$ cat src/crcck_pkg.sv
// ----------------------------------------------------------------------------
// crcck_pkg: shared types and helpers for the CRC and checksum error checker
// Holds the per-stage word record, the result record and the byte-wide
// CRC and one's-complement arithmetic used by every pipeline stage.
// ----------------------------------------------------------------------------
package crcck_pkg;

  localparam int WORD_BITS  = 64;
  localparam int CHECK_BITS = 8;
  localparam int BYTE_BITS  = 8;

  // Generator low coefficients after reset: x^8 + x^2 + x + 1.
  localparam logic [CHECK_BITS-1:0] GEN_RESET = 8'h07;

  // One word in flight. The message bytes still to be folded sit at the top
  // of data and rx and move up by one byte per stage.
  typedef struct packed {
    logic                  valid;
    logic [WORD_BITS-1:0]  data;
    logic [WORD_BITS-1:0]  rx;
    logic [CHECK_BITS-1:0] crc_d;
    logic [CHECK_BITS-1:0] crc_rx;
    logic [BYTE_BITS-1:0]  sum_d;
    logic [BYTE_BITS-1:0]  sum_rx;
    logic [CHECK_BITS-1:0] ec;
    logic                  nonzero;
  } stage_t;

  typedef struct packed {
    logic [CHECK_BITS-1:0] crc_remainder;
    logic [BYTE_BITS-1:0]  checksum_byte;
    logic                  crc_detects;
    logic                  checksum_detects;
    logic                  pattern_nonzero;
  } result_t;

  // Eight bit-serial CRC steps, most significant message bit first.
  function automatic logic [CHECK_BITS-1:0] crc_byte(
    input logic [CHECK_BITS-1:0] r_in,
    input logic [BYTE_BITS-1:0]  b,
    input logic [CHECK_BITS-1:0] g
  );
    logic [CHECK_BITS-1:0] r;
    logic                  fb;
    r = r_in;
    for (int i = BYTE_BITS - 1; i >= 0; i--) begin
      fb = r[CHECK_BITS-1] ^ b[i];
      r  = {r[CHECK_BITS-2:0], 1'b0} ^ (fb ? g : '0);
    end
    return r;
  endfunction

  // One's-complement byte addition with end-around carry.
  function automatic logic [BYTE_BITS-1:0] oc_add(
    input logic [BYTE_BITS-1:0] a,
    input logic [BYTE_BITS-1:0] b
  );
    logic [BYTE_BITS:0] s;
    s = {1'b0, a} + {1'b0, b};
    return s[BYTE_BITS-1:0] + {{(BYTE_BITS-1){1'b0}}, s[BYTE_BITS]};
  endfunction

endpackage

$ cat src/crcck_stage.sv
// ----------------------------------------------------------------------------
// crcck_stage: one byte of the check pipeline
// Folds the top message byte into both CRC lanes and both checksum lanes,
// then registers the word for the next stage.
// ----------------------------------------------------------------------------
module crcck_stage (
  input  logic                                clk,
  input  logic                                rst,
  input  logic [crcck_pkg::CHECK_BITS-1:0]    gen,
  input  crcck_pkg::stage_t                   in_word,
  output crcck_pkg::stage_t                   out_word
);

  localparam int WB = crcck_pkg::WORD_BITS;
  localparam int BB = crcck_pkg::BYTE_BITS;

  crcck_pkg::stage_t word_next;

  always_comb begin
    word_next        = in_word;
    word_next.data   = {in_word.data[WB-BB-1:0], {BB{1'b0}}};
    word_next.rx     = {in_word.rx[WB-BB-1:0], {BB{1'b0}}};
    word_next.crc_d  = crcck_pkg::crc_byte(in_word.crc_d, in_word.data[WB-1:WB-BB], gen);
    word_next.crc_rx = crcck_pkg::crc_byte(in_word.crc_rx, in_word.rx[WB-1:WB-BB], gen);
    word_next.sum_d  = crcck_pkg::oc_add(in_word.sum_d, in_word.data[WB-1:WB-BB]);
    word_next.sum_rx = crcck_pkg::oc_add(in_word.sum_rx, in_word.rx[WB-1:WB-BB]);
  end

  always_ff @(posedge clk) begin
    if (rst) begin
      out_word <= '0;
    end else begin
      out_word <= word_next;
    end
  end

endmodule

$ cat src/crcck_verdict.sv
// ----------------------------------------------------------------------------
// crcck_verdict: final recheck and result register
// Forms the transmitted check bytes, rechecks both corrupted codewords and
// registers the result together with its strobe.
// ----------------------------------------------------------------------------
module crcck_verdict (
  input  logic                clk,
  input  logic                rst,
  input  crcck_pkg::stage_t   in_word,
  output logic                done,
  output crcck_pkg::result_t  result
);

  crcck_pkg::result_t             result_next;
  logic [crcck_pkg::BYTE_BITS-1:0] csum;
  logic [crcck_pkg::BYTE_BITS-1:0] total;

  always_comb begin
    csum  = ~in_word.sum_d;
    total = crcck_pkg::oc_add(in_word.sum_rx, csum ^ in_word.ec);
    result_next.crc_remainder    = in_word.crc_d;
    result_next.checksum_byte    = csum;
    // Received remainder is crc(rx data) xor the corrupted check byte.
    result_next.crc_detects      = (in_word.crc_rx ^ in_word.crc_d ^ in_word.ec) != '0;
    result_next.checksum_detects = (~total) != '0;
    result_next.pattern_nonzero  = in_word.nonzero;
  end

  always_ff @(posedge clk) begin
    result <= result_next;
    if (rst) begin
      done <= 1'b0;
    end else begin
      done <= in_word.valid;
    end
  end

endmodule

$ cat src/crc_and_checksum_error_check.sv
// ----------------------------------------------------------------------------
// crc_and_checksum_error_check: CRC-8 versus one's-complement checksum check
// Computes the CRC-8 and the inverted one's-complement checksum of a message,
// applies an error pattern to both codewords and reports which check catches
// the corruption.
// ----------------------------------------------------------------------------
// A word is taken whenever start is high and busy is low; busy is high only
// during reset, so a new word may be issued in every clock cycle. Each word
// passes through one pipeline stage per message byte, ceil(DATA_BITS/8)
// stages, followed by one result register that holds its result. The result
// is shown for a single cycle with done high and must be captured then,
// since the receiver has no way to hold it. Results come out in the order
// the words went in. The generator register should only be written while
// no word is in flight.
module crc_and_checksum_error_check #(
  parameter int DATA_BITS = 64
) (
  input  logic        clk,
  input  logic        rst,
  input  logic        cfg_we,
  input  logic [7:0]  cfg_data,
  input  logic        start,
  output logic        busy,
  input  logic [63:0] data_word,
  input  logic [63:0] error_data_bits,
  input  logic [7:0]  error_check_bits,
  output logic        done,
  output logic [7:0]  crc_remainder,
  output logic [7:0]  checksum_byte,
  output logic        crc_detects,
  output logic        checksum_detects,
  output logic        pattern_nonzero
);

  localparam int WB        = crcck_pkg::WORD_BITS;
  localparam int BB        = crcck_pkg::BYTE_BITS;
  // One stage per byte that holds message bits.
  localparam int NUM_BYTES = (DATA_BITS + BB - 1) / BB;
  // Left shift that brings the first message byte to the top of the word.
  localparam int PAD       = WB - NUM_BYTES * BB;
  localparam logic [WB-1:0] MSG_MASK = {WB{1'b1}} >> (WB - DATA_BITS);

  // Generator coefficients x^7..x^0; the x^8 term is implied.
  logic [crcck_pkg::CHECK_BITS-1:0] gen;

  always_ff @(posedge clk) begin
    if (rst) begin
      gen <= crcck_pkg::GEN_RESET;
    end else if (cfg_we) begin
      gen <= cfg_data;
    end
  end

  // The pipeline never stalls; only reset holds off new words.
  assign busy = rst;

  crcck_pkg::stage_t pipe [NUM_BYTES+1];
  logic [WB-1:0]     data_m;
  logic [WB-1:0]     err_m;

  // Bits above the message width are ignored. Upper zero bytes would add
  // nothing to either sum and leave a zero CRC register unchanged, so only
  // the message bytes are folded.
  always_comb begin
    data_m          = data_word & MSG_MASK;
    err_m           = error_data_bits & MSG_MASK;
    pipe[0].valid   = start && !busy;
    pipe[0].data    = data_m << PAD;
    pipe[0].rx      = (data_m ^ err_m) << PAD;
    pipe[0].crc_d   = '0;
    pipe[0].crc_rx  = '0;
    pipe[0].sum_d   = '0;
    pipe[0].sum_rx  = '0;
    pipe[0].ec      = error_check_bits;
    pipe[0].nonzero = (err_m != '0) || (error_check_bits != '0);
  end

  // Byte stages: each one folds the clean and the received message byte
  // into its CRC lane and its checksum lane.
  for (genvar k = 0; k < NUM_BYTES; k++) begin : g_stage
    crcck_stage u_stage (
      .clk      (clk),
      .rst      (rst),
      .gen      (gen),
      .in_word  (pipe[k]),
      .out_word (pipe[k+1])
    );
  end

  crcck_pkg::result_t result;

  crcck_verdict u_verdict (
    .clk     (clk),
    .rst     (rst),
    .in_word (pipe[NUM_BYTES]),
    .done    (done),
    .result  (result)
  );

  assign crc_remainder    = result.crc_remainder;
  assign checksum_byte    = result.checksum_byte;
  assign crc_detects      = result.crc_detects;
  assign checksum_detects = result.checksum_detects;
  assign pattern_nonzero  = result.pattern_nonzero;

`ifndef SYNTHESIS
  // A clean codeword must pass the CRC recheck.
  a_clean_crc: assert property (@(posedge clk) disable iff (rst)
    done && !pattern_nonzero |-> !crc_detects)
    else $error("CRC flagged a word with no error pattern");

  // A clean codeword must pass the checksum recheck.
  a_clean_csum: assert property (@(posedge clk) disable iff (rst)
    done && !pattern_nonzero |-> !checksum_detects)
    else $error("checksum flagged a word with no error pattern");

  // Every accepted word enters the first byte stage on the next cycle.
  a_enter: assert property (@(posedge clk) disable iff (rst)
    !$past(rst) |-> pipe[1].valid == $past(start && !busy))
    else $error("accepted word lost on entry to the pipeline");
`endif

endmodule
$ cat config.mk
export PLATFORM = sky130hd
export DESIGN_NAME = crc_and_checksum_error_check
export DESIGN_NICKNAME = d
export VERILOG_FILES = /design/src/crcck_pkg.sv /design/src/crcck_stage.sv /design/src/crcck_verdict.sv /design/src/crc_and_checksum_error_check.sv
export SDC_FILE = /design/constraint.sdc
export NUM_CORES = 2
export LEC_CHECK = 0
export BUFFER_PORTS_ARGS = -buffer_cell sky130_fd_sc_hd__buf_2
export CAP_MARGIN = 10
export CORE_MARGIN = 2
export CORE_UTILIZATION = 44
export CTS_BUF_LIST = sky130_fd_sc_hd__clkbuf_8
export CTS_CLUSTER_DIAMETER = 120
export CTS_CLUSTER_SIZE = 16
export DETAILED_ROUTE_END_ITERATION = 12
export PLACE_DENSITY = 0.67
export SLEW_MARGIN = 20
export SYNTH_ARGS = -nofsm -noshare
export SYNTH_HDL_FRONTEND = slang
export SYNTH_SLANG_ARGS = --single-unit
$ cat constraint.sdc
create_clock -name clk -period 12.2 [get_ports clk]
set_input_delay 2.44 -clock clk [delete_from_list [all_inputs] [get_ports clk]]
set_output_delay 2.44 -clock clk [all_outputs]
set_load 0.03 [all_outputs]
# --- Yosys cells after proc, flatten, opt, wreduce, memory -nomap -nowiden ---
# Index checks and enable logic that the tools add are counted.
totals:
  input_bits: 148
  reg_bits: 1244
classes:
  bitwise_logic: 258
  reduce_logical: 7
  muxes: 128
  addsub: 30
ops:
  columns: ["op", "n"]
  rows:
  - ["$xor A8 B8 Y8", 129]
  - ["$mux W8", 128]
  - ["$add A8 B8 Y9", 15]
  - ["$xor A1 B1 Y1", 126]
  - ["$add A8 B1 Y8", 15]
  - ["$reduce_bool A64 Y1", 1]
  - ["$xor A64 B64 Y64", 1]
  - ["$reduce_bool A8 Y1", 3]
  - ["$not A8 Y8", 2]
  - ["$logic_and A1 B1 Y1", 1]
  - ["$logic_not A1 Y1", 1]
  - ["$logic_or A1 B1 Y1", 1]

# --- Longest topological paths before layout ---
depth:
  word_depth: 24
  ltp_mapped: 18
  mapped_depth_nobuf: 18

# --- Hierarchy ---
# Synthesis repeated with hierarchy kept, for this count alone.
hier_totals:
  cells_unflattened: 7154
  area_unflattened_um2: 66889.2
by_module_without_submodules:
  columns: ["module", "area_per_inst_um2", "cells_per_inst", "instances", "seq_area_each_um2"]
  rows:
  - ["crcck_stage (g_stage[0].u_stage ...)", 8101.5, 867, 7, 3083.0]
  - ["crcck_stage (g_stage[7].u_stage)", 8100.3, 867, 1, 3083.0]
  - ["crcck_verdict", 1051.0, 101, 1, 400.4]
  - ["crc_and_checksum_error_check", 1027.2, 117, 1, 160.2]

# --- Worst setup path before layout ---
# No wires, ideal clock.
synth_path:
  path_type: "input -> register"
  startpoint: "input port data_word[61]"
  endpoint: "register g_stage[0].u_stage.out_word[30] (netlist bit)"
  t_required_ns: 12.130
  path_slack_ns: 6.306
  arrival_time_ns: 5.823
  cell_stages: 13
  path_cell_list: "xnor2_1 -> xnor2_1 -> a21oi_1 -> or3_1 -> and2_1 -> buf_2 -> and3_1 -> or4_1 -> and2_1 -> xnor2_1 -> a311o_1 -> a31o_1 -> a21oi_1"
synth_between:
  elab_chain_len: 19
synth_lines:
  columns: ["item", "line_no", "rtl"]
  rows:
  - ["start: declaration", "crc_and_checksum_error_check.sv:24", "input logic [63:0] data_word,"]
  - ["$xor A64 B64 Y64 (*)", "crc_and_checksum_error_check.sv:69", "pipe[0].rx = (data_m ^ err_m) << PAD;"]
  - ["$xor A1 B1 Y1 (*)", "crcck_pkg.sv:47", "fb = r[CHECK_BITS-1] ^ b[i];"]
  - ["$mux W8 (*)", "crcck_pkg.sv:48", "r = {r[CHECK_BITS-2:0], 1'b0} ^ (fb ? g : '0);"]
  - ["$xor A8 B8 Y8 (*)", "crcck_pkg.sv:48", null]
  - ["$xor A1 B1 Y1", "crcck_pkg.sv:47", null]
  - ["$mux W8", "crcck_pkg.sv:48", null]
  - ["$xor A8 B8 Y8 (*)", "crcck_pkg.sv:48", null]
  - ["$xor A1 B1 Y1", "crcck_pkg.sv:47", null]
  - ["[... 3 more ...]", null, null]
  - ["$mux W8", "crcck_pkg.sv:48", null]
  - ["$xor A8 B8 Y8 (*)", "crcck_pkg.sv:48", null]
  - ["$xor A1 B1 Y1", "crcck_pkg.sv:47", null]
  - ["$mux W8", "crcck_pkg.sv:48", null]
  - ["$xor A8 B8 Y8 (*)", "crcck_pkg.sv:48", null]
  - ["$xor A1 B1 Y1", "crcck_pkg.sv:47", null]
  - ["$mux W8", "crcck_pkg.sv:48", null]
  - ["$xor A8 B8 Y8 (*)", "crcck_pkg.sv:48", null]
  - ["end signal: assignment", "crcck_stage.sv:33", "out_word <= word_next;"]
  - ["end: declaration", "crcck_stage.sv:11", "output crcck_pkg::stage_t out_word"]
# Mark *: on every way between the ends. The rest lies on a longest branch, timed or not.
# A chain may end at the register's enable or synchronous reset.

# --- Worst setup path after layout ---
layout_path:
  startpoint: "register gen[7] (netlist bit)"
  endpoint: "register g_stage[1].u_stage.out_word[26] (netlist bit)"
layout_between:
  elab_chain_len: 23
layout_lines:
  columns: ["item", "line_no", "rtl"]
  rows:
  - ["start: declaration", "crc_and_checksum_error_check.sv:44", "logic [crcck_pkg::CHECK_BITS-1:0] gen;"]
  - ["start signal: assignment", "crc_and_checksum_error_check.sv:48", "gen <= crcck_pkg::GEN_RESET;"]
  - ["start signal: assignment", "crc_and_checksum_error_check.sv:50", "gen <= cfg_data;"]
  - ["$mux W8", "crcck_pkg.sv:48", null]
  - ["$xor A8 B8 Y8", "crcck_pkg.sv:48", null]
  - ["$xor A1 B1 Y1", "crcck_pkg.sv:47", null]
  - ["$mux W8", "crcck_pkg.sv:48", null]
  - ["$xor A8 B8 Y8", "crcck_pkg.sv:48", null]
  - ["$xor A1 B1 Y1", "crcck_pkg.sv:47", null]
  - ["$mux W8", "crcck_pkg.sv:48", null]
  - ["$xor A8 B8 Y8", "crcck_pkg.sv:48", null]
  - ["[... 7 more ...]", null, null]
  - ["$mux W8", "crcck_pkg.sv:48", null]
  - ["$xor A8 B8 Y8", "crcck_pkg.sv:48", null]
  - ["$xor A1 B1 Y1", "crcck_pkg.sv:47", null]
  - ["$mux W8", "crcck_pkg.sv:48", null]
  - ["$xor A8 B8 Y8 (*)", "crcck_pkg.sv:48", null]
  - ["$xor A1 B1 Y1", "crcck_pkg.sv:47", null]
  - ["$mux W8", "crcck_pkg.sv:48", null]
  - ["$xor A8 B8 Y8 (*)", "crcck_pkg.sv:48", null]
  - ["end signal: assignment", "crcck_stage.sv:33", null]
  - ["end: declaration", "crcck_stage.sv:11", null]
# Marked as above.

==> run metrics <==
status finished clean; core area 0.114 mm²; CTS tree built; clock skew 0.0857 ns; Nets 6031; Critical Path AT 6.71 ns; critical path cell sequence buf_12 > nand2b_4 > buf_4 > nor3_1 > a211oi_1 > o22ai_1 > xnor2_2 > a22o_1 > o31ai_2 > nand2_1 > xnor2_1 > and2_0 > xnor2_1 > o31ai_1; nature of the critical path startpoint flop; initial antenna violation count 8; hold crit path type flop to flop; worst hold slack 0.341 ns; area post-placement 0.0522 mm²; peak supply drop 166 µV; Total GRT Usage 23.1%; PwrDens 242 mW/mm²; relative slew slack 26.7%; final setup vio count 0; EDFF count, synth 0; Post-Route WL 140000 µm; Worst Max-Slew Pin Slew 1.10 ns; Static Leak 21.1 nW; CP endpoint kind flop; Post-Syn Nets 6116; Critical Path Most Common Cell xnor2_1; share of cells above drive strength 1 7.30%; most frequent cell after synthesis dfxtp_1; Starting Density 44.2%; critical path's slowest cell dfxtp_4; # DRC 0; Synth area leaders dfxtp_1 32%, xnor2_1 13%, nor2b_1 6.6%; area of the die 0.117 mm²; synthesized cell area 0.0504 mm²; post-CTS setup buffers 0; die width 342 µm; max incr delay on CP 0.79 ns; Critical Path RT 12.92 ns; Yosys reg bits 812; Fmax 0.167 GHz; count of cell types in the netlist 82; Via Count 40200; Clock Latency Late Sink 0.83 ns; sequential area share after synthesis 32.2%; minimum clock period 5.99 ns; Final Cycle Share 49.1%; row cnt 124; post-layout util 46.6%; RSZ-0062 raised after global routing no; Async SR Flop Fraction 0%; post-cts sizing count 0; Top Ports 169; gpl congestion 0.893; synth-to-layout area growth 5.47%; Synth top area share 32.2%; kind of critical path flop to flop; max_cap viols 0; DR vias/cell 5.55; global-route wire length before repair 216000 µm; largest net degree at the start of global routing 189; final setup TNS 0 ns; TritonRoute pass-1 iters 9; clock sinks 812; clock root cell clkbuf_8; Final Hold Vio Count 0; Overflow after GRT 0; synthesized instance count 5803; Ys Warns 0; clk buf depth 3; CP max FO 188; Port Buffers 168; Inserted Clock Buffers 58; vias in the first global route 37600; clk slew on worst S/H paths 0.11 ns; Antenna Nets Post-Route 0; main flop type after synthesis dfxtp_1; Final Cell Area 0.0532 mm²; Slew Viols, Final 0; Avg Cell Area, Syn 8.69 µm²; hpwl dp 96700 µm; CTS HTree Levels 2; drt wl/cell 19.3 µm; DRT iter0 DRCs 3160; die height 342 µm; hold buffer count at CTS 0; Commonest cells post-synth 812 x dfxtp_1, 768 x xnor2_1, 530 x nor2b_1, 511 x nand2_1, 454 x nor2_1; area leader, netlist dfxtp_1; Design Power 12.9 mW
-- critical path: cells and delay by family (launching register included) --
kind | cells | cell delay [ns]
compound gates | 5 | 1.51
simple gates | 4 | 1.31
buf+inv | 2 | 1.09
xor+xnor | 3 | 1.09
flops | 1 | 0.79
-- stage by stage --
| stage | setup slack [ns] | instances |
|---|---|---|
| floorplan | 6.31 | 5803 |
| global placement | 5.70 | 7170 |
| detailed placement | 5.62 | 7170 |
| CTS | 6.35 | 7240 |
| global route | 5.83 | 7242 |
| finish | 6.21 | 7245 |
-- sequential cells by signal, indices dropped and copies added (netlist names) --
signal / flops
g_stage.u_stage.out_word: 784
u_verdict.result: 19
gen: 8
u_verdict.done: 1
-- power breakdown --
group	switching [mW]	total (mW)	internal [mW]	leakage, nW
combinational	4.68	8.44	3.77	14.0
sequential	0.164	3.10	2.94	6.66
clock	0.864	1.33	0.468	0.480
-- placed cells by master (no fill, tap or decap), types with 23 or more instances in the layout --
master / Yosys / final
a211oi_1: 107 / 107
nand4_1: 96 / 96
inv_1: 78 / 74
o31ai_1: 65 / 65
o211ai_1: 36 / 36
buf_2: 25 / 167
mux2_2: 30 / 30
a211o_1: 31 / 31
nand2_1: 511 / 509
nor2b_1: 530 / 529
o21ai_0: 180 / 180
xnor3_1: 83 / 83
and3_1: 62 / 62
nor2_1: 454 / 450
o2111ai_1: 36 / 36
buf_4: 4 / 49
a221oi_1: 26 / 26
nand2b_1: 57 / 56
xnor2_1: 768 / 767
xnor2_2: 28 / 29
and2_1: 37 / 37
nor4_1: 25 / 23
a21oi_1: 228 / 228
nand3_1: 195 / 195
a21o_1: 46 / 46
xor2_1: 226 / 226
ha_1: 150 / 150
o21bai_1: 54 / 54
clkbuf_8: 0 / 59
mux2i_1: 123 / 123
nor3_1: 89 / 89
dfxtp_1: 812 / 804
-- per-layer routing --
layer  vias to the layer above  routed length (µm)  track usage (%)
li1                      19600                   -                -
met1                     18900               60900             30.8
met2                      1493               61700             36.6
met3                       295               10600             3.75
met4                         4                6540             10.6
met5                         -                  23                0
-- cell families after synthesis --
kind of cell	after synthesis	share of synthesized area, %
AND/OR/NAND/NOR	2127	21.0
XOR/XNOR	1120	22.6
AO/OA/AOI/OAI	982	13.4
flip-flops	812	32.2
buffers and inverters	444	3.40
adder cells (fa/ha/maj)	165	4.32
multiplexers	153	3.11
-- path summary, 6_finish.rpt --
check                                 start                         endpoint  slack (ns)  cells past startpoint
min          g_stage[7].u_stage.out_word[0]              u_verdict.result[0]        0.34                      0
max                                  gen[7]  g_stage[1].u_stage.out_word[26]        6.21                     14
min reg2reg  g_stage[7].u_stage.out_word[0]              u_verdict.result[0]        0.34                      0
max reg2reg                          gen[7]  g_stage[1].u_stage.out_word[26]        6.21                     14
-- area by class of cell --
type	count	area, µm²
Antenna cell	5	12.5
Multi-Input combinational cell	4547	32500
Sequential cell	812	16300
Timing Repair Buffer	218	1240
Clock buffer	59	812
Tap cell	1512	1890
Inverter	81	312
Fill cell	11000	60900
Clock inverter	11	121
Power figures use the tool's default switching activity.
